**config.mk**
```make
export PLATFORM = sky130hd
export DESIGN_NAME = fir_lp_cell
export DESIGN_NICKNAME = d
export VERILOG_FILES = /design/src/rtl/fir_lp_pkg.sv /design/src/rtl/fir_lp_cell.sv
export SDC_FILE = /design/constraint.sdc
export NUM_CORES = 1
export LEC_CHECK = 0
export ABC_AREA = 0
export BUFFER_PORTS_ARGS = -buffer_cell sky130_fd_sc_hd__buf_2
export CORE_ASPECT_RATIO = 0.9
export CORE_MARGIN = 2
export CORE_UTILIZATION = 40
export DETAILED_ROUTE_END_ITERATION = 10
export GPL_ROUTABILITY_DRIVEN = 0
export PLACE_DENSITY_LB_ADDON = 0.25
export SLEW_MARGIN = 30
export SYNTH_ARGS = -nofsm -noshare
export SYNTH_HDL_FRONTEND = slang
export SYNTH_SLANG_ARGS = --single-unit
```
**constraint.sdc**
```tcl
create_clock -name clock -period 0.8 [get_ports clock]
set_input_delay 0.16 -clock clock [delete_from_list [all_inputs] [get_ports clock]]
set_output_delay 0.16 -clock clock [all_outputs]
set_load 0.005 [all_outputs]
```
**src/rtl/fir_lp_pkg.sv**
```systemverilog
package fir_lp_pkg;

   // default configuration
   localparam int DEF_TAP_COUNT      = 59;
   localparam int DEF_SAMPLE_BITS    = 16;
   localparam int DEF_COEF_FRAC_BITS = 17;

   // coefficient format: signed, 17 fraction bits
   localparam int COEF_BITS  = 18;
   localparam int TABLE_TAPS = 59;

   typedef logic signed [COEF_BITS-1:0] coef_type;

   // symmetric low-pass taps, scaled by 2^17 and rounded
   localparam coef_type COEF_TABLE [TABLE_TAPS] = '{
          18'sd0,     -18'sd2,     -18'sd6,     -18'sd9,      18'sd0,
         18'sd30,     18'sd75,    18'sd111,     18'sd97,      18'sd0,
       -18'sd182,   -18'sd390,   -18'sd508,   -18'sd404,      18'sd0,
        18'sd644,   18'sd1297,   18'sd1604,   18'sd1219,      18'sd0,
      -18'sd1828,  -18'sd3624,  -18'sd4462,  -18'sd3431,      18'sd0,
       18'sd5674,  18'sd12663,  18'sd19459,  18'sd24403,  18'sd26211,
      18'sd24403,  18'sd19459,  18'sd12663,   18'sd5674,      18'sd0,
      -18'sd3431,  -18'sd4462,  -18'sd3624,  -18'sd1828,      18'sd0,
       18'sd1219,   18'sd1604,   18'sd1297,    18'sd644,      18'sd0,
       -18'sd404,   -18'sd508,   -18'sd390,   -18'sd182,      18'sd0,
         18'sd97,    18'sd111,     18'sd75,     18'sd30,      18'sd0,
         -18'sd9,     -18'sd6,     -18'sd2,      18'sd0
   };

   // taps past the end of the table weigh zero
   function automatic coef_type coef_at(input int idx);
      coef_type c;
      c = '0;
      if (idx >= 0 && idx < TABLE_TAPS) begin
         c = COEF_TABLE[idx];
      end
      return c;
   endfunction

   // status of the result register
   typedef struct packed {
      logic valid;
      logic ready;
   } rsp_status_type;

endpackage

```
**src/rtl/fir_lp_cell.sv**
```systemverilog
module fir_lp_cell #(
   parameter int TAP_INDEX   = 0,
   parameter int SAMPLE_BITS = 16,
   parameter int ACC_BITS    = 40
) (
   input  logic                       clock,
   input  logic                       reset,
   input  logic                       shift_en,
   input  logic signed [SAMPLE_BITS-1:0] sample,
   input  logic signed [ACC_BITS-1:0]    sum_in,
   output logic signed [ACC_BITS-1:0]    sum_out
);
   import fir_lp_pkg::*;

   localparam coef_type COEF = coef_at(TAP_INDEX);
   localparam int PROD_BITS  = SAMPLE_BITS + COEF_BITS;

   logic signed [PROD_BITS-1:0] prod;
   logic signed [ACC_BITS-1:0]  sum_ff;
   logic signed [ACC_BITS-1:0]  sum_in_w;

   // partial sum of this tap plus everything upstream
   assign prod     = sample * COEF;
   assign sum_in_w = sum_in + ACC_BITS'(prod);

   always_ff @(posedge clock) begin
      if (reset) begin
         sum_ff <= '0;
      end else if (shift_en) begin
         sum_ff <= sum_in_w;
      end
   end

   assign sum_out = sum_ff;

endmodule

```
After elaboration in Yosys (flattened, before gate mapping) --
Cells that the tools add are included.
Word-level totals: logic and storage cells 1, input bits 59, output and inout port bits 40, register bits after elaboration 40

Depth between registers and ports, before layout --
Gate-level depths: netlist of the first run.
word-level depth 0, depth in mapped cells 4, gate-level depth less buffers 2

Least setup slack after synthesis of the first run --
Ideal clock, no wire load.
kind input to register, start point in shift_en, end point reg sum_ff[0] (netlist: sum_out[0]), stages on the path 4, setup slack 0.047 ns, data arrival time 0.625 ns, path buffers 2, library setup time 0.128 ns, required time 0.672 ns, path through buf_6 > buf_12 > mux2i_1 > nor2_1
RTL lines:
- start: declaration | RTL line fir_lp_cell.sv:8 | input logic shift_en,
- end signal: assignment | RTL line fir_lp_cell.sv:30 | sum_ff <= sum_in_w;
- end: declaration | RTL line fir_lp_cell.sv:19 | logic signed [ACC_BITS-1:0] sum_ff;

Worst setup path after layout of the first run --
start point reg sum_ff[36] (netlist: sum_out[36]), end point out sum_out[36]
RTL lines:
- end: declaration | RTL line fir_lp_cell.sv:11 | output logic signed [ACC_BITS-1:0] sum_out
No word-level cell between the ends.

==> flow_summary.json, run 1 <==
{
  "nets": 281,
  "min_path_type": "in -> reg",
  "cap_violations": 0,
  "fin_skew_ns": 0,
  "rsz0062_at_grt": "true",
  "final_cell_count_no_fill": 267,
  "crit_buf_inv": 1,
  "die_w_um": 67.63,
  "clk_pin_slew_worst_paths_ns": 0.07,
  "worst-setup-path-type": "reg -> out",
  "worstPathCellList": "buf_2",
  "final_cell_mix": "74 x buf_2, 40 x nor2_1, 40 x dfxtp_2",
  "violations": "setup timing",
  "fp-row-count": 20,
  "grt_pass1_vias": 1072,
  "cts_tree": "yes",
  "multi_input_area_um2": 554.3,
  "worstSetupEndpointType": "output pin",
  "holdPathStages": 3,
  "numClockSinks": 40,
  "antenna_found_initial": 0,
  "final_common_cell": "buf_2",
  "slew_headroom_pct": 88.65,
  "die_h_um": 61.27,
  "dp_cells": 249,
  "cp.required_ns": 0.64,
  "pin_count": 99,
  "p_total_mw": 4.093,
  "drtIter0Drc": 27,
  "period_minus_slack_ns": 0.8802,
  "diodes": 0,
  "coreArea_um2": 3428,
  "vias_per_cell": 4.528,
  "synth_fp_nets": 188,
  "synthCells": 129,
  "numCtsBuffers": 5,
  "grt_max_degree": 41,
  "clock_latency_ns": 0.27,
  "die_area_um2": 4144,
  "leakage_nw": 1.153,
  "reg2reg_slack_ns": -0.03,
  "grt_overflow": 0,
  "synth_top_cell_by_area": "dfxtp_1",
  "root_buffer": "clkbuf_8",
  "worstMarginPinSlew_ns": 0.1656,
  "status": "finished with violations",
  "avgSynthCellArea_um2": 11.30,
  "cp_slowest_cell": "dfxtp_2",
  "synth_seq_cells": 40,
  "grt_usage_pct": 14.75,
  "yosys_warnings": 0,
  "grt_pass1_wl_um": 4491,
  "fmax_mhz": 1136,
  "cp.depth": 1,
  "setup_viol": 41,
  "synth_cell_types": 6,
  "seq_area_um2": 850.8,
  "post_drt_wl_per_cell_um": 11.36,
  "synth_top_area_share_pct": 54.94,
  "dp_hpwl_um": 2138,
  "dr_total_vias": 1209,
  "hold_buffers": 0,
  "postLayoutCoreUtil_pct": 62.59,
  "critPathMaxStageDelay_ns": 0.32,
  "yosysSeqAreaShare_pct": 54.94,
  "synth_area_um2": 1458,
  "arrival_ns": 0.72,
  "place_ws_ns": -0.1073,
  "drive_gt1_share_pct": 63.68,
  "fillers": 311,
  "dr.pass1.iters": 4,
  "post-route-drc-count": 0,
  "reg2reg_depth": 4,
  "cts-htree-levels": 2,
  "drt_wl_total_um": 3033,
  "area_growth_pct": 47.21,
  "layout_setup_ws_ns": -0.08016,
  "largest_register_ffs": 40,
  "report.final.hold_viol_count": 0,
  "start_util_pct": 42.52,
  "clk_path_buf_depth": 2,
  "startpoint_type": "register",
  "ir_worst_vdd_uv": 1122,
  "slew_violations": 0,
  "synthTopCellsByArea": "dfxtp_1 55%, mux2i_1 27%, nor2_1 10%, buf_12 5.5%, clkbuf_1 1.0%",
  "power.density_nw_per_um2": 1907,
  "antenna_left": 0,
  "port_buffers": 82,
  "cp_max_fo": 2,
  "fin_crit_sh_pct": 110.0,
  "cp_top_family": "flip-flops"
}
-- metrics by stage --
step / TNS (ns) / hold WS (ns) / instance area (um^2)
floorplan: 0 / 0.3072 / 1458
global placement: -2.155 / 0.3940 / 1877
detailed placement: -2.907 / 0.4066 / 1877
CTS: -3.323 / 0.1107 / 2066
global route: -4.011 / 0.1171 / 2146
finish: -2.832 / 0.1147 / 2146
-- final cells by class --
cell class	count	share of cell area (%)
sequential	40	39.65
timing repair buffer	95	27.76
multi-input combinational	80	25.83
clock buffer	8	4.198
tap	44	2.566
-- repair_timing --
action,CTS,global route
endpoints found under the setup margin,40,41
gates cloned,0,0
gates resized for setup,39,10
buffers inserted,6,4
-- cell families after synthesis --
family / after synthesis / synth area share [%]
muxes: 40 / 27.47
and+or+nand+nor: 40 / 10.30
DFF: 40 / 54.94
buffers and inverters: 9 / 7.296
-- path summary, 6_finish.rpt --
kind,from,end
setup / recovery,sum_out[36],sum_out[36]
hold / removal,sum_in[35],sum_out[35]
hold reg to reg,sum_out[8],sum_out[8]
setup reg to reg,sum_out[22],sum_out[22]
-- cells in the mapped netlist (all sizes together) --
| library cell | number |
|---|---|
| buf | 5 |
| clkbuf | 4 |
| dfxtp | 40 |
| mux2i | 40 |
| nor2 | 40 |
-- per-layer routing --
layer	global-route usage, %	routed length [um]	up-vias
li1	-	-	605
met1	15.38	1180	555
met2	27.03	1566	44
met3	4.753	244	5
met4	6.997	41	0
met5	0	0	-
-- power breakdown --
group	switching, mW	internal, mW
Sequential	0.0585	2.13
Clock	0.604	0.702
Combinational	0.242	0.352
Total	0.904	3.19
No activity file was read; power rests on OpenSTA's default activity.
==> run 2: changes to the inputs <==
Settings changed: SKIP_LAST_GASP set to 1.
==> run 2 against run 1 <==
Compared with the run above: the flow still finishes with violations (setup timing); maximum frequency unchanged; design area unchanged; combinational power about the same; sequential share of layout area unchanged; critical path depth unchanged; setup slack about the same; clock power about the same; global-route usage unchanged; clock-buffer cell count unchanged; utilization unchanged; register-to-register slack about the same; critical path type unchanged; critical endpoint unchanged.
==> flow_summary.json, run 2 (synthesized netlist as in run 1, its figures left out) <==
{
  "post-route-drc-count": 0,
  "die_w_um": 67.63,
  "root_buffer": "clkbuf_8",
  "min_path_type": "in -> reg",
  "r2r-end": "sum_out[22]",
  "worstPathCellList": "buf_2",
  "start_util_pct": 42.52,
  "cts_tree": "yes",
  "min-delay-start": "sum_in[35]",
  "final_area_um2": 2146,
  "grt_pass1_wl_um": 4491,
  "regToRegStartpoint": "sum_out[22]",
  "post_drt_wl_per_cell_um": 11.37,
  "worst-setup-path-type": "reg -> out",
  "antenna_found_initial": 0,
  "fin_crit_sh_pct": 110.0,
  "dp_hpwl_um": 2138,
  "cap_violations": 0,
  "grt_usage_pct": 14.75,
  "fp-row-count": 20,
  "die_area_um2": 4144,
  "slew_headroom_pct": 88.99,
  "hold_end": "sum_out[35]",
  "port_buffers": 82,
  "power.density_nw_per_um2": 1907,
  "critPathMaxStageDelay_ns": 0.32,
  "antenna_left": 0,
  "hold_buffers": 0,
  "numCtsBuffers": 5,
  "dr.pass1.iters": 4,
  "cp_max_fo": 2,
  "worstSetupEndpointType": "output pin",
  "reg2reg_depth": 4,
  "worstMarginPinSlew_ns": 0.1606,
  "grt_max_degree": 41,
  "fin_skew_ns": 0,
  "drtIter0Drc": 29,
  "slew_violations": 0,
  "final_cell_mix": "74 x buf_2, 40 x nor2_1, 40 x dfxtp_2",
  "leakage_nw": 1.153,
  "grt_pass1_vias": 1072,
  "clk_path_buf_depth": 2,
  "cp_top_family": "flip-flops",
  "largest_register_ffs": 40,
  "dp_cells": 249,
  "vias_per_cell": 4.528,
  "reg2reg_slack_ns": -0.03,
  "p_total_mw": 4.093,
  "nets": 281,
  "grt_overflow": 0,
  "cts-htree-levels": 2,
  "drive_gt1_share_pct": 63.68,
  "clock_latency_ns": 0.27,
  "drt_wl_total_um": 3037,
  "startpoint_type": "register",
  "area_growth_pct": 47.21,
  "arrival_ns": 0.72,
  "status": "finished with violations",
  "rsz0062_at_grt": "true",
  "die_h_um": 61.27,
  "final_common_cell": "buf_2",
  "cp.required_ns": 0.64,
  "holdPathStages": 3,
  "setup_viol": 41,
  "numClockSinks": 40,
  "place_area_um2": 1877,
  "layout_setup_ws_ns": -0.08017,
  "fmax_mhz": 1136,
  "ir_worst_vdd_uv": 1122,
  "postLayoutCoreUtil_pct": 62.59,
  "fillers": 311,
  "pin_count": 99,
  "coreArea_um2": 3428,
  "report.final.hold_viol_count": 0,
  "violations": "setup timing",
  "clk_pin_slew_worst_paths_ns": 0.07,
  "place_ws_ns": -0.1073,
  "cp_slowest_cell": "dfxtp_2",
  "diodes": 0,
  "crit_buf_inv": 1,
  "final_cell_count_no_fill": 267,
  "dr_total_vias": 1209,
  "period_minus_slack_ns": 0.8802
}
-- run 2: cell counts in the layout (fill, tap and decap cells not counted) --
No cell type changed its count.
-- run 2: area by class of cell --
type | count | area [um^2] | area share (%)
Sequential cell | 40 | 850.8 | 39.65
Clock buffer | 8 | 90.09 | 4.198
Tap cell | 44 | 55.05 | 2.566
Multi-Input combinational cell | 80 | 554.3 | 25.83
Timing Repair Buffer | 95 | 595.6 | 27.76
-- run 2: worst register-to-register path: cells and delay by family (launching register included) --
kind,cells,cell delay (ns)
buf+inv,2,0.23
simple gates,1,0.05
flops,1,0.32
mux,1,0.12
-- run 2: worst max-delay path by stage --
stage,start,to,slack [ns],cells after the start
2_1_floorplan,shift_en,sum_out[0],0.05,4
3_3_place_gp,shift_en,sum_out[20],-0.06,4
3_5_place_dp,shift_en,sum_out[26],-0.11,4
4_1_cts,sum_out[4],sum_out[4],-0.09,1
5_1_grt,sum_out[30],sum_out[30],-0.11,1
6_report,sum_out[36],sum_out[36],-0.08,1
-- run 2: report_power, final --
| part | internal [mW] | total (mW) | switching [mW] |
|---|---|---|---|
| Combinational | 0.352 | 0.595 | 0.242 |
| Clock | 0.702 | 1.31 | 0.603 |
| Sequential | 2.13 | 2.19 | 0.0586 |
-- run 2: repair_timing --
action	CTS	global route
setup buffers	6	4
gates resized for setup	39	10
setup endpoints to repair	40	41
-- run 2: per-layer routing --
metal | track usage [%] | routed length [um]
met1 | 15.38 | 1189
met2 | 27.03 | 1562
met5 | 0 | 0
met3 | 4.753 | 244
met4 | 6.997 | 41
-- run 2: through the flow --
step,TNS [ns],hold WS [ns]
global route,-4.011,0.1171
finish,-2.830,0.1147
detailed placement,-2.907,0.4066
CTS,-3.323,0.1107
global placement,-2.155,0.3940
floorplan,0,0.3072
==> run 3: changes to the inputs <==
Settings changed: GPL_TIMING_DRIVEN set to 0.
==> run 3 against run 2 <==
Compared with the run above: the run still ends with setup timing left; setup slack got worse by 0.0028 ns; die area did not move; hold slack got worse by 0.0078 ns; register-to-register slack improved by 0.09 ns; clock-buffer cell count did not move; global-route usage rose by 0.68 points; flip-flop and latch count did not move; final cell count fell by 1.1%; design area barely moved; clock skew did not move; critical path depth did not move.
==> flow_summary.json, run 3 (synthesized netlist as in run 1, its figures left out) <==
{
  "status": "finished with violations",
  "violations": "setup timing",
  "root_buffer": "clkbuf_8",
  "slew_violations": 0,
  "min_path_type": "in -> reg",
  "dp_hpwl_um": 2120,
  "dr_total_vias": 1189,
  "period_minus_slack_ns": 0.8830,
  "clk_pin_slew_worst_paths_ns": 0.07,
  "worst-setup-path-type": "reg -> out",
  "die_h_um": 61.27,
  "start_util_pct": 42.52,
  "setup_viol": 40,
  "cap_violations": 0,
  "startpoint_type": "register",
  "fin_crit_sh_pct": 110.4,
  "grt_max_degree": 12,
  "min-delay-start": "sum_in[32]",
  "hold_end": "sum_out[32]",
  "numCtsBuffers": 5,
  "drive_gt1_share_pct": 60.91,
  "port_buffers": 80,
  "cp.depth": 1,
  "largest_register_ffs": 40,
  "cts-htree-levels": 2,
  "drtIter0Drc": 40,
  "cts_tree": "yes",
  "antenna_found_initial": 0,
  "crit_buf_inv": 1,
  "clock_latency_ns": 0.28,
  "final_cell_mix": "69 x buf_2, 40 x mux2i_1, 40 x nor2_1, 40 x dfxtp_2, 12 x buf_6",
  "r2r-end": "sum_out[15]",
  "cp_max_fo": 2,
  "grt_usage_pct": 15.43,
  "numClockSinks": 40,
  "dr.pass1.iters": 4,
  "slew_headroom_pct": 71.53,
  "switching_share_pct": 22.29,
  "power.density_nw_per_um2": 1913,
  "grt_overflow": 0,
  "cp_slowest_cell": "dfxtp_2",
  "reg2reg_slack_ns": 0.06,
  "fp-row-count": 20,
  "p_int_mw": 3.188,
  "reg2reg_depth": 3,
  "die_w_um": 67.63,
  "hold_buffers": 0,
  "report.final.hold_viol_count": 0,
  "clk_path_buf_depth": 2,
  "leakage_nw": 1.134,
  "worstPathCellList": "buf_2",
  "coreArea_um2": 3428,
  "pin_count": 99,
  "worstMarginPinSlew_ns": 0.4270,
  "fin_skew_ns": 0,
  "regToRegStartpoint": "sum_out[15]",
  "post-route-drc-count": 0,
  "fmax_mhz": 1133,
  "rsz0062_at_grt": "true",
  "hold_slack_ns": 0.1069,
  "vias_per_cell": 4.504,
  "final_common_cell": "buf_2",
  "grt_pass1_wl_um": 4602,
  "p_total_mw": 4.103,
  "comb_power_share_pct": 14.3,
  "grt_pass1_vias": 1087,
  "critPathMaxStageDelay_ns": 0.32,
  "switchingPower_uw": 914.7,
  "post_drt_wl_per_cell_um": 11.41,
  "drt_wl_total_um": 3011,
  "cp.required_ns": 0.64,
  "holdPathStages": 3,
  "power_frac_clock_pct": 32.2,
  "die_area_um2": 4144,
  "ir_worst_vdd_uv": 1356,
  "antenna_left": 0,
  "worstSetupEndpointType": "output pin",
  "power_frac_seq_pct": 53.5,
  "cp_top_family": "flip-flops",
  "area_growth_pct": 47.12,
  "diodes": 0,
  "arrival_ns": 0.72,
  "nets": 278,
  "layout_setup_ws_ns": -0.08296
}
-- run 3: changes by cell type in the layout (fill, tap and decap cells not counted), sizes merged --
cell and change:
clkbuf +4, buf -7
-- run 3: final cells by class --
type / instances / area, um^2
fill: 275 / 1284
sequential: 40 / 850.8
multi-input combinational: 80 / 550.5
timing repair buffer: 83 / 491.7
buffer: 9 / 106.4
clock buffer: 8 / 90.09
tap: 44 / 55.05
-- run 3: metrics by stage --
stage | setup slack [ns] | instance area [um^2] | std cells | setup TNS [ns] | util [%]
4_1_cts | -0.09762 | 2054 | 261 | -3.484 | 59.93
6_report | -0.08296 | 2145 | 264 | -3.010 | 62.55
3_3_place_gp | -0.009928 | 1913 | 253 | -0.05142 | 55.80
3_5_place_dp | -0.05616 | 1913 | 253 | -0.2873 | 55.80
2_1_floorplan | 0.04739 | 1458 | 129 | 0 | -
5_1_grt | -0.1239 | 2145 | 264 | -4.396 | 62.55
-- run 3: routing by layer --
metal | global-route usage, % | routed length (um)
met3 | 6.947 | 249
met4 | 6.122 | 44
met5 | 0 | 0
met2 | 25.35 | 1458
met1 | 17.72 | 1259
-- run 3: repair_timing --
| action | 4_1_cts | 5_1_grt |
|---|---|---|
| endpoints found under the setup margin | 40 | 40 |
| gates resized for setup | 37 | 14 |
| hold endpoints to repair | 0 | 0 |
| buffers inserted | 0 | 3 |
| cloned | 0 | 0 |
-- run 3: worst max-delay path by stage --
| stage | end | slack (ns) | start |
|---|---|---|---|
| floorplan | sum_out[0] | 0.05 | shift_en |
| global placement | sum_out[10] | -0.01 | shift_en |
| detailed placement | sum_out[19] | -0.06 | shift_en |
| CTS | sum_out[31] | -0.1 | sum_out[31] |
| global route | sum_out[12] | -0.12 | sum_out[12] |
| finish | sum_out[33] | -0.08 | sum_out[33] |
-- run 3: power by group through the flow --
stage,logic (mW),clock network (mW),registers (mW)
6_report,0.586,1.32,2.20
5_1_grt,0.650,1.47,2.21
4_1_cts,0.550,1.36,2.18
3_5_place_dp,0.544,0,2.21
3_3_place_gp,0.534,0,2.21
2_1_floorplan,0.280,0,2.22
