File: config.mk
export PLATFORM = sky130hd
export DESIGN_NAME = fir_lp_outstage
export DESIGN_NICKNAME = d
export VERILOG_FILES = /design/src/rtl/fir_lp_pkg.sv /design/src/rtl/fir_lp_outstage.sv
export SDC_FILE = /design/constraint.sdc
export NUM_CORES = 1
export LEC_CHECK = 0
export ABC_AREA = 1
export BUFFER_PORTS_ARGS = -buffer_cell sky130_fd_sc_hd__buf_4
export CORE_MARGIN = 2
export CORE_UTILIZATION = 41
export DETAILED_ROUTE_END_ITERATION = 12
export PLACE_DENSITY = 0.81
export SETUP_SLACK_MARGIN = 0.5
export SLEW_MARGIN = 20
export SYNTH_ARGS = -nofsm -noshare
export SYNTH_HDL_FRONTEND = slang
export SYNTH_SLANG_ARGS = --single-unit
File: constraint.sdc
create_clock -name clock -period 2.7 [get_ports clock]
set_input_delay 0.54 -clock clock [delete_from_list [all_inputs] [get_ports clock]]
set_output_delay 0.54 -clock clock [all_outputs]
set_load 0.1 [all_outputs]
File: src/rtl/fir_lp_pkg.sv
package fir_lp_pkg;

   // default configuration
   localparam int DEF_TAP_COUNT      = 59;
   localparam int DEF_SAMPLE_BITS    = 16;
   localparam int DEF_COEF_FRAC_BITS = 17;

   // coefficient format: signed, 17 fraction bits
   localparam int COEF_BITS  = 18;
   localparam int TABLE_TAPS = 59;

   typedef logic signed [COEF_BITS-1:0] coef_type;

   // symmetric low-pass taps, scaled by 2^17 and rounded
   localparam coef_type COEF_TABLE [TABLE_TAPS] = '{
          18'sd0,     -18'sd2,     -18'sd6,     -18'sd9,      18'sd0,
         18'sd30,     18'sd75,    18'sd111,     18'sd97,      18'sd0,
       -18'sd182,   -18'sd390,   -18'sd508,   -18'sd404,      18'sd0,
        18'sd644,   18'sd1297,   18'sd1604,   18'sd1219,      18'sd0,
      -18'sd1828,  -18'sd3624,  -18'sd4462,  -18'sd3431,      18'sd0,
       18'sd5674,  18'sd12663,  18'sd19459,  18'sd24403,  18'sd26211,
      18'sd24403,  18'sd19459,  18'sd12663,   18'sd5674,      18'sd0,
      -18'sd3431,  -18'sd4462,  -18'sd3624,  -18'sd1828,      18'sd0,
       18'sd1219,   18'sd1604,   18'sd1297,    18'sd644,      18'sd0,
       -18'sd404,   -18'sd508,   -18'sd390,   -18'sd182,      18'sd0,
         18'sd97,    18'sd111,     18'sd75,     18'sd30,      18'sd0,
         -18'sd9,     -18'sd6,     -18'sd2,      18'sd0
   };

   // taps past the end of the table weigh zero
   function automatic coef_type coef_at(input int idx);
      coef_type c;
      c = '0;
      if (idx >= 0 && idx < TABLE_TAPS) begin
         c = COEF_TABLE[idx];
      end
      return c;
   endfunction

   // status of the result register
   typedef struct packed {
      logic valid;
      logic ready;
   } rsp_status_type;

endpackage

File: src/rtl/fir_lp_outstage.sv
module fir_lp_outstage #(
   parameter int SAMPLE_BITS    = 16,
   parameter int COEF_FRAC_BITS = 17,
   parameter int ACC_BITS       = 40,
   parameter int DATA_BITS      = 16
) (
   input  logic                       clock,
   input  logic                       reset,
   input  logic                       load,
   input  logic                       rsp_tready,
   input  logic signed [ACC_BITS-1:0] acc,
   output fir_lp_pkg::rsp_status_type status,
   output logic [DATA_BITS-1:0]       rsp_tdata
);
   import fir_lp_pkg::*;

   localparam int W = ACC_BITS + 1;
   localparam logic signed [W-1:0] HALF = W'(64'd1 << (COEF_FRAC_BITS - 1));
   localparam logic signed [W-1:0] HI   =
      {{(W - SAMPLE_BITS + 1){1'b0}}, {(SAMPLE_BITS - 1){1'b1}}};
   localparam logic signed [W-1:0] LO   = ~HI;

   logic                   valid_ff;
   logic                   valid_in;
   logic signed [W-1:0]    rounded;
   logic signed [W-1:0]    shifted;
   logic [SAMPLE_BITS-1:0] result;

   // result stays put in the last cell until the next beat is taken
   assign rounded = W'(acc) + HALF;
   assign shifted = rounded >>> COEF_FRAC_BITS;

   // saturate to the sample range
   always_comb begin
      if (shifted > HI) begin
         result = HI[SAMPLE_BITS-1:0];
      end else if (shifted < LO) begin
         result = LO[SAMPLE_BITS-1:0];
      end else begin
         result = shifted[SAMPLE_BITS-1:0];
      end
   end

   // valid flag of the result beat
   always_comb begin
      valid_in = valid_ff;
      if (load) begin
         valid_in = 1'b1;
      end else if (rsp_tready) begin
         valid_in = 1'b0;
      end
   end

   always_ff @(posedge clock) begin
      if (reset) begin
         valid_ff <= 1'b0;
      end else begin
         valid_ff <= valid_in;
      end
   end

   assign status.valid = valid_ff;
   assign status.ready = !valid_ff || rsp_tready;
   assign rsp_tdata    = DATA_BITS'(result);

endmodule

==> summary.txt, run 1 <==
Status
  • Status: stopped before the end
  • Stopped at: clock tree synthesis
  • Log Error: [ERROR DPL-0038] Utilization greater than 100%, impossible to legalize

Yosys
  • Syn Std Cell Area: 879.6 um2
  • Top cells by area, synth: nand2_1 (38%), nor2_1 (14%), xor2_1 (9.0%), inv_1 (6.4%), nand3_1 (5.1%)
  • Post-synthesis register bit count: 1
  • Yosys top cell by area: nand2_1
  • Count leader, synth: nand2_1
  • Synth Instances: between 150 and 200
  • Post-Syn Nets: 230
  • Synth top area share: 0.3841
  • Top_reg_cell synth: dfxtp_1
  • Post-synth cell types: 21
  • EDFF count, synth: 0
  • Commonest cells post-synth: nand2_1 (90), nor2_1 (33), inv_1 (15)
  • Sequential share of the synthesized area: 0.02276
  • Syn avg cell area: 4.755 um2
  • Synthesis Warnings: 0
  • FFs w/ async S/R, synth: 0

Placed design
  • Dpl hpwl: about 3800 um
  • IO buf count: between 40 and 50
  • Dpl cells: ~290
  • Place WS: -0.2978 ns
  • Routability congestion estimate: approximately 0.88

Floorplanning
  • Chip width: about 50 um
  • Die Y: slightly above 50 um
  • IO Pins: 62
  • Initial Util: 0.4394
  • Rows: 16

Clock network
  • CTS resizes: a little over 100
  • Post-CTS setup buffer count: 6
  • Cts hold-fix bufs: 0
through the flow:
step,area (um2),utilization
after floorplan,1172,-
after global placement,1848,0.9231
after detailed placement,1848,0.9231
kinds of logic after synthesis:
logic type / share of synthesized area
xor gates and xnor gates: 0.1294
and+or+nand+nor: 0.6856
DFF: 0.02276
AOI/OAI and AO/OA: 0.04552
adders and majority gates: 0.01422
buffers and inverters: 0.1024
==> run 2: changes to the inputs <==
- CORE_AREA: default -> 2 2 63 65
- CORE_MARGIN: 2 -> default
- CORE_UTILIZATION: 41 -> default
- DIE_AREA: default -> 0 0 65 67
- PLACE_DENSITY: 0.81 -> default
- PLACE_DENSITY_LB_ADDON: default -> 0.15
- SETUP_SLACK_MARGIN: 0.5 -> default
==> summary.txt, run 2 <==
Status
  • Status: finished, violations left (was stopped before the end)
  • Failing checks: setup timing

Drt
  • Remaining antenna violation count after routing: 0
  • DRT iter0 DRCs: 49
  • Via density per instance: roughly 4.3
  • Mean routed wirelength per cell: 11.02 um
  • Final Routed Wirelength: ~3500 um
  • Pre-antenna DRT Iters: 4
  • Via count: between 1000 and 1500
  • Residual DRC count: 0

Placed design
  • Dpl hpwl: 2620 um (was 3788 um)
  • Routability congestion estimate: 0.8553 (was 0.8764)
  • Placed cell areas: 1847 um2 (was 1848 um2)
  • IO buf count: 45 (unchanged)
  • Place WS: -0.2518 ns (was -0.2978 ns)

Critical path
  • CP startpoint kind: input port
  • Reg2reg end: valid_ff
  • Sequence of cells on the critical path: buf_8, ha_4, nand2_4, inv_2, nand3_2, nor2_4, nand2_2, nand2_1, nand2_1, nor2_1, nand2_1, o21ai_4, clkbuf_16, nand2_8, buf_12
  • CP Max Fanout: 6
  • Cell mode on critical path: nand2_1
  • CP Class: input port to primary output
  • CP Data Required Time: ~2.2 ns
  • WP buf/inv: 4
  • Worst path max stage delay: approximately 0.28 ns
  • Critical path origin: acc[17]
  • R2r worst-path depth: 2
  • Reg2Reg Setup Slack: ~2.1 ns
  • Crit path max-delay family: simple AND/OR/NAND/NOR gates
  • Slowest-stage cell, CP: o21ai_4
  • Crit path DAT: approximately 2.3 ns
  • Endpoint class of the critical path: primary output
  • R2R Path Start: valid_ff

Floorplanning
  • IO Pins: 62 (unchanged)
  • Initial Util: 0.2439 (was 0.4394)
  • Chip width: 65 um (was 50.32 um)
  • DIE AREA: between 4000 and 5000 um2
  • Core area: around 3600 um2
  • Rows: 22 (was 16)
  • Die Y: 67 um (was 50.32 um)

Timing
  • Final-report hold violation count: 0
  • Final min period: ~2.8 ns
  • Clk_skew: 0 ns
  • RSZ-0062 raised after global routing: true
  • Fmax achieved: around 0.36 GHz
  • Final worst-path cycle share: 1.038
  • Relative slew slack: 0.7013
  • Setup TNS: -0.9191 ns
  • Worst Tran Pin Value: 0.4449 ns
  • Setup ws final: -0.1031 ns
  • Setup Viol. Count Final: 15
  • Fin. max-slew vios: 0

Yosys
  • Adder-cell area share of the yosys netlist: 0.01422 (unchanged)
  • Post-synth cell types: 21 (unchanged)
  • Post-Syn Nets: 230 (unchanged)
  • FFs w/ async S/R, synth: 0 (unchanged)
  • Synthesis Warnings: 0 (unchanged)
  • EDFF count, synth: 0 (unchanged)
  • Syn avg cell area: 4.755 um2 (unchanged)
  • Commonest cells post-synth: nand2_1 (90), nor2_1 (33), inv_1 (15) (unchanged)
  • Post-synthesis mux area share: 0 (unchanged)
  • Largest family of logic cells by synthesized area: simple AND/OR/NAND/NOR gates (unchanged)
  • Synth top area share: 0.3841 (unchanged)
  • Top cells by area, synth: nand2_1 (38%), nor2_1 (14%), xor2_1 (9.0%), inv_1 (6.4%), nand3_1 (5.1%) (unchanged)
  • Sequential share of the synthesized area: 0.02276 (unchanged)
  • Post-synthesis compound-gate area fraction: 0.04552 (unchanged)
  • Syn Std Cell Area: 879.6 um2 (unchanged)
  • Post-Synth Simple-Gate Area: 0.6856 (unchanged)
  • Area share of xor/xnor cells in the synthesized design: 0.1294 (unchanged)
  • Top_reg_cell synth: dfxtp_1 (unchanged)
  • Count leader, synth: nand2_1 (unchanged)
  • Yosys top cell by area: nand2_1 (unchanged)
  • Post-synthesis register bit count: 1 (unchanged)
  • Synth Instances: 185 (unchanged)

GRT
  • Initial antenna violation count: 0
  • Pin count of the biggest net entering global routing: 7
  • Vias in the first global route: 1336
  • Total grt overflow: 0
  • Total GRT Usage: 0.1680
  • First-pass GRT wire length: about 5900 um

Cells and area
  • Commonest non-fill, non-tap cells in the layout: buf_4 (67), nand2_1 (50), nor2_1 (23)
  • Commonest non-fill, non-tap cell in the layout: buf_4
  • Diodes inserted: 0
  • Max FFs per register: 1
  • Largest Register: valid_ff
  • Total Nets Final: approximately 320
  • Design Area, Final: approximately 2300 um2
  • Fraction of layout cells with a size suffix above 1: 0.5766
  • Area growth syn-to-layout: 164.2%
  • Fillers: approximately 310
  • Top flop regs: valid_ff x1

Clock network
  • Insertion delay to the later sink of the worst-skew pair: 0 ns
  • Clk slew on worst S/H paths: 0 ns

Hold path
  • Worst hold path depth: 2
  • Min-delay src: valid_ff
  • Hold crit path type: flop to flop
  • Worst hold endpoint: valid_ff

Job
  • Max Cap Viol: 0

Power
  • IR Drop Worst-Case VDD: roughly 0.12 mV
  • Leak pwr: approximately 1.1 nW
  • Power per cell area: 209.0 nW/um2
  • Pwr Total: roughly 0.49 mW
-- run 2: worst register-to-register path: stages (launching register included) --
cell	delay, ns
dfxtp_1	0.30
nand2_1	0.07
a21oi_1	0.11
-- run 2: how the worst max path moves through the flow --
stage	end	depth (start not counted)
floorplan	rsp_tdata[7]	12
global placement	rsp_tdata[8]	15
detailed placement	rsp_tdata[14]	15
CTS	rsp_tdata[6]	16
global route	rsp_tdata[11]	15
finish	rsp_tdata[8]	15
-- run 2: per-layer routing --
layer | GRT usage | up-vias | routed length (um)
li1 | - | 746 | -
met1 | 0.2220 | 616 | 1570
met2 | 0.3196 | 21 | 1877
met3 | 0.005068 | 0 | 99
met4 | 0 | 0 | 0
met5 | 0 | - | 0
-- run 2: layout make-up --
type                       count  area (um2)  share of cell area
multi-input combinational    165        1212              0.5218
timing repair buffer          92       967.2              0.4163
inverter                      16       63.81             0.02746
sequential                     1       20.02            0.008616
tap                           48       60.06             0.02585
-- run 2: cells by family after synthesis --
logic type | Yosys count
and+or+nand+nor | 146
buffers and inverters | 19
xor gates and xnor gates | 13
AOI/OAI and AO/OA | 5
adders and majority gates | 1
DFF | 1
-- run 2: report_power, final --
group	switching (mW)	internal, mW	leakage, nW	total [mW]
logic	0.278	0.191	1.07	0.469
clock network	0	0	0	0
registers	0.000422	0.0161	0.00836	0.0165
-- run 2: timing repair --
action,CTS,global route
hold buffers,0,0
buffers inserted,6,3
setup endpoints to repair,15,16
cloned,2,0
pin swaps,23,20
gates resized for setup,72,30
-- run 2: metrics by stage --
stage          std cells    util  hold WS [ns]
2_1_floorplan        185       -        0.6091
3_3_place_gp         313  0.5121        0.4722
3_5_place_dp         313  0.5121        0.4774
4_1_cts              321  0.6249        0.4774
5_1_grt              322  0.6443        0.5156
6_report             322  0.6443        0.4796
No activity file was read; power rests on OpenSTA's default activity.
==> run 3: changes to the inputs <==
- SETUP_SLACK_MARGIN: default -> 0.15
==> summary.txt, run 3 (synthesized netlist as in run 2, its figures left out) <==
Critical path
  • CP Class: input port to primary output (unchanged)
  • WP buf/inv: 4 (unchanged)
  • CP startpoint kind: input port (unchanged)
  • Slowest-stage cell, CP: o21ai_4 (unchanged)
  • CP Max Fanout: 6 (unchanged)
  • Reg2Reg Setup Slack: 2.14 ns (about the same)
  • Endpoint class of the critical path: primary output (unchanged)
  • R2r worst-path depth: 2 (unchanged)
  • Worst path max stage delay: 0.28 ns (about the same)
  • Cell mode on critical path: nand2_1 (unchanged)
  • CP Data Required Time: 2.16 ns (about the same)
  • Crit path DAT: 2.26 ns (about the same)
  • Crit path max-delay family: simple AND/OR/NAND/NOR gates (unchanged)
  • Reg2reg end: valid_ff (unchanged)
  • Sequence of cells on the critical path: buf_8, ha_4, nand2_4, inv_2, nand3_2, nor2_4, nand2_2, nand2_1, nand2_1, nor2_1, nand2_1, o21ai_4, clkbuf_16, nand2_8, buf_12 (unchanged)
  • R2R Path Start: valid_ff (unchanged)

Cells and area
  • Diodes inserted: 0 (unchanged)
  • Utilization after layout: 0.6506 (was 0.6443)
  • Total Nets Final: 323 (was 321)
  • Top flop regs: valid_ff x1 (unchanged)
  • Fillers: 308 (was 312)
  • Commonest non-fill, non-tap cell in the layout: buf_4 (unchanged)
  • Fraction of layout cells with a size suffix above 1: 0.5688 (was 0.5766)
  • Largest Register: valid_ff (unchanged)
  • Max FFs per register: 1 (unchanged)
  • Area growth syn-to-layout: 166.7% (was 164.2%)
  • Post-route insts no fill: 324 (was 322)
  • Commonest non-fill, non-tap cells in the layout: buf_4 (68), nand2_1 (53), nor2_1 (23) (was buf_4 (67), nand2_1 (50), nor2_1 (23))
  • Design Area, Final: 2346 um2 (was 2323 um2)

Clock network
  • Cts hold-fix bufs: 0 (unchanged)
  • Insertion delay to the later sink of the worst-skew pair: 0 ns (about the same)
  • Clk slew on worst S/H paths: 0 ns (about the same)

Timing
  • Fin. max-slew vios: 0 (unchanged)
  • Setup TNS: -1.112 ns (was -0.9191 ns)
  • Final-report hold violation count: 0 (unchanged)
  • Final min period: 2.803 ns (about the same)
  • Setup Viol. Count Final: 15 (unchanged)
  • Worst Tran Pin Value: 0.4652 ns (was 0.4449 ns)
  • Relative slew slack: 0.6898 (was 0.7013)
  • Final worst-path cycle share: 1.038 (about the same)
  • Setup ws final: -0.1028 ns (was -0.1031 ns)
  • RSZ-0062 raised after global routing: true (unchanged)
  • Fmax achieved: 0.3568 GHz (about the same)
  • Clk_skew: 0 ns (unchanged)

GRT
  • Initial antenna violation count: 0 (unchanged)
  • Pin count of the biggest net entering global routing: 7 (unchanged)
  • Total grt overflow: 0 (unchanged)
  • Total GRT Usage: 0.1683 (was 0.1680)
  • First-pass GRT wire length: 5934 um (was 5920 um)
  • Vias in the first global route: 1342 (was 1336)

Placed design
  • IO buf count: 45 (unchanged)
  • Dpl cells: 313 (unchanged)
  • Dpl hpwl: 2620 um (unchanged)
  • Routability congestion estimate: 0.8553 (unchanged)
  • Placed cell areas: 1847 um2 (unchanged)

Power
  • Seq pwr share: 0.034 (about the same)
  • Leak pwr: 1.087 nW (was 1.078 nW)
  • Comb power frac: 0.966 (about the same)
  • Switching Fraction: 0.5671 (was 0.5737)
  • Sw power: 0.2768 mW (was 0.2786 mW)
  • IR Drop Worst-Case VDD: 0.1230 mV (about the same)
  • Power per cell area: 208.1 nW/um2 (was 209.0 nW/um2)
  • Internal power: 0.2113 mW (was 0.2070 mW)
  • Clk pwr share: 0 (about the same)

Status
  • Failing checks: setup timing (unchanged)
  • Status: finished, violations left (unchanged)

Drt
  • Met3 wire len: 99 um (unchanged)
  • Final Routed Wirelength: 3526 um (was 3547 um)
  • Residual DRC count: 0 (unchanged)
  • Via density per instance: 4.287 (was 4.295)
  • Mean routed wirelength per cell: 10.88 um (was 11.02 um)
  • Pre-antenna DRT Iters: 4 (unchanged)
  • Remaining antenna violation count after routing: 0 (unchanged)
  • WL met2: 1888 um (was 1877 um)
  • Via count: 1389 (was 1383)
  • DR top layer: met3 (unchanged)
  • Met1 WL: 1539 um (was 1570 um)
  • DRT iter0 DRCs: 35 (was 49)

Floorplanning
  • Die Y: 67 um (unchanged)
  • DIE AREA: 4355 um2 (unchanged)
  • Chip width: 65 um (unchanged)
  • IO Pins: 62 (unchanged)
  • Rows: 22 (unchanged)
  • Initial Util: 0.2439 (unchanged)
  • Core area: 3606 um2 (unchanged)

Hold path
  • Min-delay src: valid_ff (unchanged)
  • Hold crit path type: flop to flop (unchanged)
  • Worst hold path depth: 2 (unchanged)
  • Worst hold endpoint: valid_ff (unchanged)

Job
  • Max Cap Viol: 0 (unchanged)
[run 3: changes by cell type in the layout (fill, tap and decap cells not counted)]
| cell | before | now |
|---|---|---|
| buf_16 | 0 | 1 |
| buf_4 | 67 | 68 |
| buf_12 | 18 | 19 |
| nand2_2 | 13 | 12 |
| nand2_1 | 50 | 53 |
| buf_8 | 3 | 2 |
| nand2_4 | 16 | 14 |
[run 3: per-layer routing]
metal | global-route usage | vias up
li1 | - | 749
met1 | 0.2230 | 614
met2 | 0.3196 | 26
met3 | 0.005068 | 0
met4 | 0 | 0
met5 | 0 | -
[run 3: worst max-delay path by stage]
stage / start / end / cells past startpoint
after floorplan: acc[16] / rsp_tdata[7] / 12
after global placement: acc[16] / rsp_tdata[8] / 15
after detailed placement: acc[16] / rsp_tdata[14] / 15
after CTS: acc[17] / rsp_tdata[6] / 16
after global routing: acc[17] / rsp_tdata[8] / 15
final: acc[17] / rsp_tdata[8] / 15
[run 3: power groups by stage]
stage	registers [mW]	logic (mW)	clock network, mW
after global placement	0.0165	0.373	0
final	0.0165	0.472	0
after global routing	0.0166	0.497	0
after floorplan	0.0164	0.258	0
after detailed placement	0.0165	0.374	0
after CTS	0.0165	0.463	0
[run 3: what timing repair did]
item                                    4_1_cts  5_1_grt
resized for setup                            75       20
hold endpoints to repair                      0        0
gates cloned                                  2        0
setup buffers                                 6        3
endpoints found under the setup margin       15       16
pin swaps                                    23       14
[run 3: through the flow]
| stage | power (mW) | hold slack, ns | setup slack (ns) |
|---|---|---|---|
| 3_3_place_gp | 0.3894 | 0.4722 | -0.2495 |
| 2_1_floorplan | 0.2741 | 0.6091 | -0.2559 |
| 6_report | 0.4881 | 0.4796 | -0.1028 |
| 3_5_place_dp | 0.3909 | 0.4774 | -0.2518 |
| 4_1_cts | 0.4795 | 0.4774 | -0.1230 |
| 5_1_grt | 0.5132 | 0.5156 | -0.2006 |
[run 3: final cells by class]
cell class	count	area, um2	area share
Timing Repair Buffer	94	1007	0.4293
Multi-Input combinational cell	165	1195	0.5093
Tap cell	48	60.06	0.02560
Inverter	16	63.81	0.02720
Sequential cell	1	20.02	0.008533
[run 3: worst register-to-register path, stage by stage, from the launching register on]
cell     delay (ns)
dfxtp_1        0.30
nand2_1        0.07
a21oi_1        0.11
==> run 4: changes to the inputs <==
- CELL_PAD_IN_SITES_DETAIL_PLACEMENT: default -> 0
- CELL_PAD_IN_SITES_GLOBAL_PLACEMENT: default -> 1
- CTS_BUF_LIST: default -> sky130_fd_sc_hd__clkbuf_8
==> summary.txt, run 4 (synthesized netlist as in run 2, its figures left out) <==
Critical path
  • Reg2Reg Setup Slack: 2.14 ns (about the same)
  • Reg2reg end: valid_ff (unchanged)
  • CP Max Fanout: 5 (was 6)
  • CP Class: input port to primary output (unchanged)
  • Crit path DAT: 2.28 ns (was 2.26 ns)
  • R2r worst-path depth: 2 (unchanged)
  • R2R Path Start: valid_ff (unchanged)
  • CP startpoint kind: input port (unchanged)
  • Endpoint class of the critical path: primary output (unchanged)
  • CP Data Required Time: 2.16 ns (about the same)

Cells and area
  • Max FFs per register: 1 (unchanged)
  • Total Nets Final: 319 (was 323)
  • Fraction of layout cells with a size suffix above 1: 0.5147 (was 0.5688)
  • Diodes inserted: 0 (unchanged)
  • Top flop regs: valid_ff x1 (unchanged)
  • Commonest non-fill, non-tap cell in the layout: buf_4 (unchanged)
  • FF+latch area: 20.02 um2 (unchanged)
  • Area growth syn-to-layout: 149.6% (was 166.7%)
  • Footprint of the multi-input gates: 1087 um2 (was 1195 um2)
  • Largest Register: valid_ff (unchanged)
  • Fillers: 331 (was 308)
  • Commonest non-fill, non-tap cells in the layout: buf_4 (65), nand2_1 (59), nor2_1 (29) (was buf_4 (68), nand2_1 (53), nor2_1 (23))

Floorplanning
  • Rows: 22 (unchanged)
  • Chip width: 65 um (unchanged)
  • Initial Util: 0.2439 (unchanged)
  • IO Pins: 62 (unchanged)
  • Die Y: 67 um (unchanged)
  • Core area: 3606 um2 (unchanged)
  • DIE AREA: 4355 um2 (unchanged)

Hold path
  • Min-delay src: valid_ff (unchanged)
  • Hold crit path type: flop to flop (unchanged)
  • Worst hold path depth: 2 (unchanged)
  • Worst hold endpoint: valid_ff (unchanged)

Timing
  • Fmax achieved: 0.3546 GHz (was 0.3568 GHz)
  • Setup ws final: -0.1200 ns (was -0.1028 ns)
  • RSZ-0062 raised after global routing: true (unchanged)
  • Setup TNS: -1.589 ns (was -1.112 ns)
  • Final min period: 2.820 ns (was 2.803 ns)
  • Relative slew slack: 0.7916 (was 0.6898)
  • Final worst-path cycle share: 1.044 (was 1.038)
  • Final-report hold violation count: 0 (unchanged)
  • Worst Tran Pin Value: 0.3101 ns (was 0.4652 ns)
  • Fin. max-slew vios: 0 (unchanged)
  • Setup Viol. Count Final: 15 (unchanged)
  • Clk_skew: 0 ns (unchanged)

Power
  • Leak pwr: 1.023 nW (was 1.087 nW)
  • Pwr Total: 0.4632 mW (was 0.4881 mW)
  • IR Drop Worst-Case VDD: 0.1520 mV (was 0.1230 mV)
  • Power per cell area: 211.0 nW/um2 (was 208.1 nW/um2)

Placed design
  • Routability congestion estimate: 0.8576 (was 0.8553)
  • IO buf count: 45 (unchanged)
  • Dpl hpwl: 2888 um (was 2620 um)
  • Place WS: -0.2853 ns (was -0.2518 ns)

Status
  • Status: finished, violations left (unchanged)
  • Failing checks: setup timing (unchanged)

Clock network
  • Insertion delay to the later sink of the worst-skew pair: 0 ns (about the same)
  • Cts hold-fix bufs: 0 (unchanged)
  • Clk slew on worst S/H paths: 0 ns (about the same)

Drt
  • Final Routed Wirelength: 3557 um (was 3526 um)
  • Remaining antenna violation count after routing: 0 (unchanged)
  • Pre-antenna DRT Iters: 4 (unchanged)
  • Via count: 1393 (was 1389)
  • Residual DRC count: 0 (unchanged)
  • DRT iter0 DRCs: 64 (was 35)
  • Mean routed wirelength per cell: 11.12 um (was 10.88 um)
  • Via density per instance: 4.353 (was 4.287)

Job
  • Max Cap Viol: 0 (unchanged)

GRT
  • Vias in the first global route: 1413 (was 1342)
  • Met3 usage: 0.005068 (unchanged)
  • Global routing usage on met2: 0.3479 (was 0.3196)
  • Pin count of the biggest net entering global routing: 13 (was 7)
  • Total grt overflow: 0 (unchanged)
  • Met1 usage: 0.2130 (was 0.2230)
  • GRT busiest layer: met2 (unchanged)
  • Total GRT Usage: 0.1737 (was 0.1683)
  • First-pass GRT wire length: 6120 um (was 5934 um)
  • Initial antenna violation count: 0 (unchanged)
==> run 4: cell types whose count changed in the layout (fill, tap and decap cells not counted), moves of 3 or more <==
cell	delta
buf_4	-3
nand2_1	+6
nand2_2	+4
nand2_4	-8
nor2_1	+6
nor2_2	-5
==> run 4: worst max path at each step <==
stage	start	to	slack [ns]
2_1_floorplan	acc[16]	rsp_tdata[7]	-0.26
4_1_cts	acc[17]	rsp_tdata[5]	-0.12
3_3_place_gp	acc[16]	rsp_tdata[5]	-0.27
3_5_place_dp	acc[16]	rsp_tdata[13]	-0.29
5_1_grt	acc[17]	rsp_tdata[6]	-0.26
6_report	acc[17]	rsp_tdata[6]	-0.12
==> run 4: repair_timing <==
item / 4_1_cts / 5_1_grt
pin swaps: 24 / 8
setup buffers: 4 / 3
endpoints found under the setup margin: 15 / 16
endpoints found under the hold margin: 0 / 0
gates cloned: 1 / 0
resized for setup: 52 / 13
==> run 4: per-layer routing <==
layer / up-vias / share of wire / wire [um]
met5: - / 0 / 0
met4: 0 / 0.0045 / 16
met3: 2 / 0.039 / 138
met2: 33 / 0.54 / 1924
met1: 619 / 0.42 / 1477
li1: 739 / - / -
==> run 4: worst max-delay path, cell delays in order <==
cell	delay, ns
buf_8	0.08
ha_4	0.14
nand2_4	0.06
inv_2	0.06
nand3_2	0.08
nor2_4	0.17
nand2_1	0.08
nand2_1	0.06
nand2_1	0.06
nor2_1	0.11
nand2_1	0.11
o21ai_4	0.21
buf_6	0.14
buf_16	0.15
nand2_8	0.06
buf_12	0.16
==> run 4: cell type report <==
cell class                 instances  area share
tap                               48     0.02735
multi-input combinational        165      0.4952
sequential                         1    0.009117
timing repair buffer              90      0.4393
inverter                          16     0.02906
==> run 4: stage by stage <==
stage                     std cells  cell area (um2)  hold slack, ns  utilization
final                           320             2196          0.4776       0.6090
after global routing            320             2196          0.5274       0.6090
after CTS                       317             2130          0.4791       0.5906
after global placement          312             1852          0.4630       0.5135
after floorplan                 185             1172          0.6091            -
after detailed placement        312             1852          0.4769       0.5135
==> run 4: power breakdown <==
group	internal (mW)	switching, mW
Sequential	0.0161	0.000416
Clock	0	0
Combinational	0.183	0.264
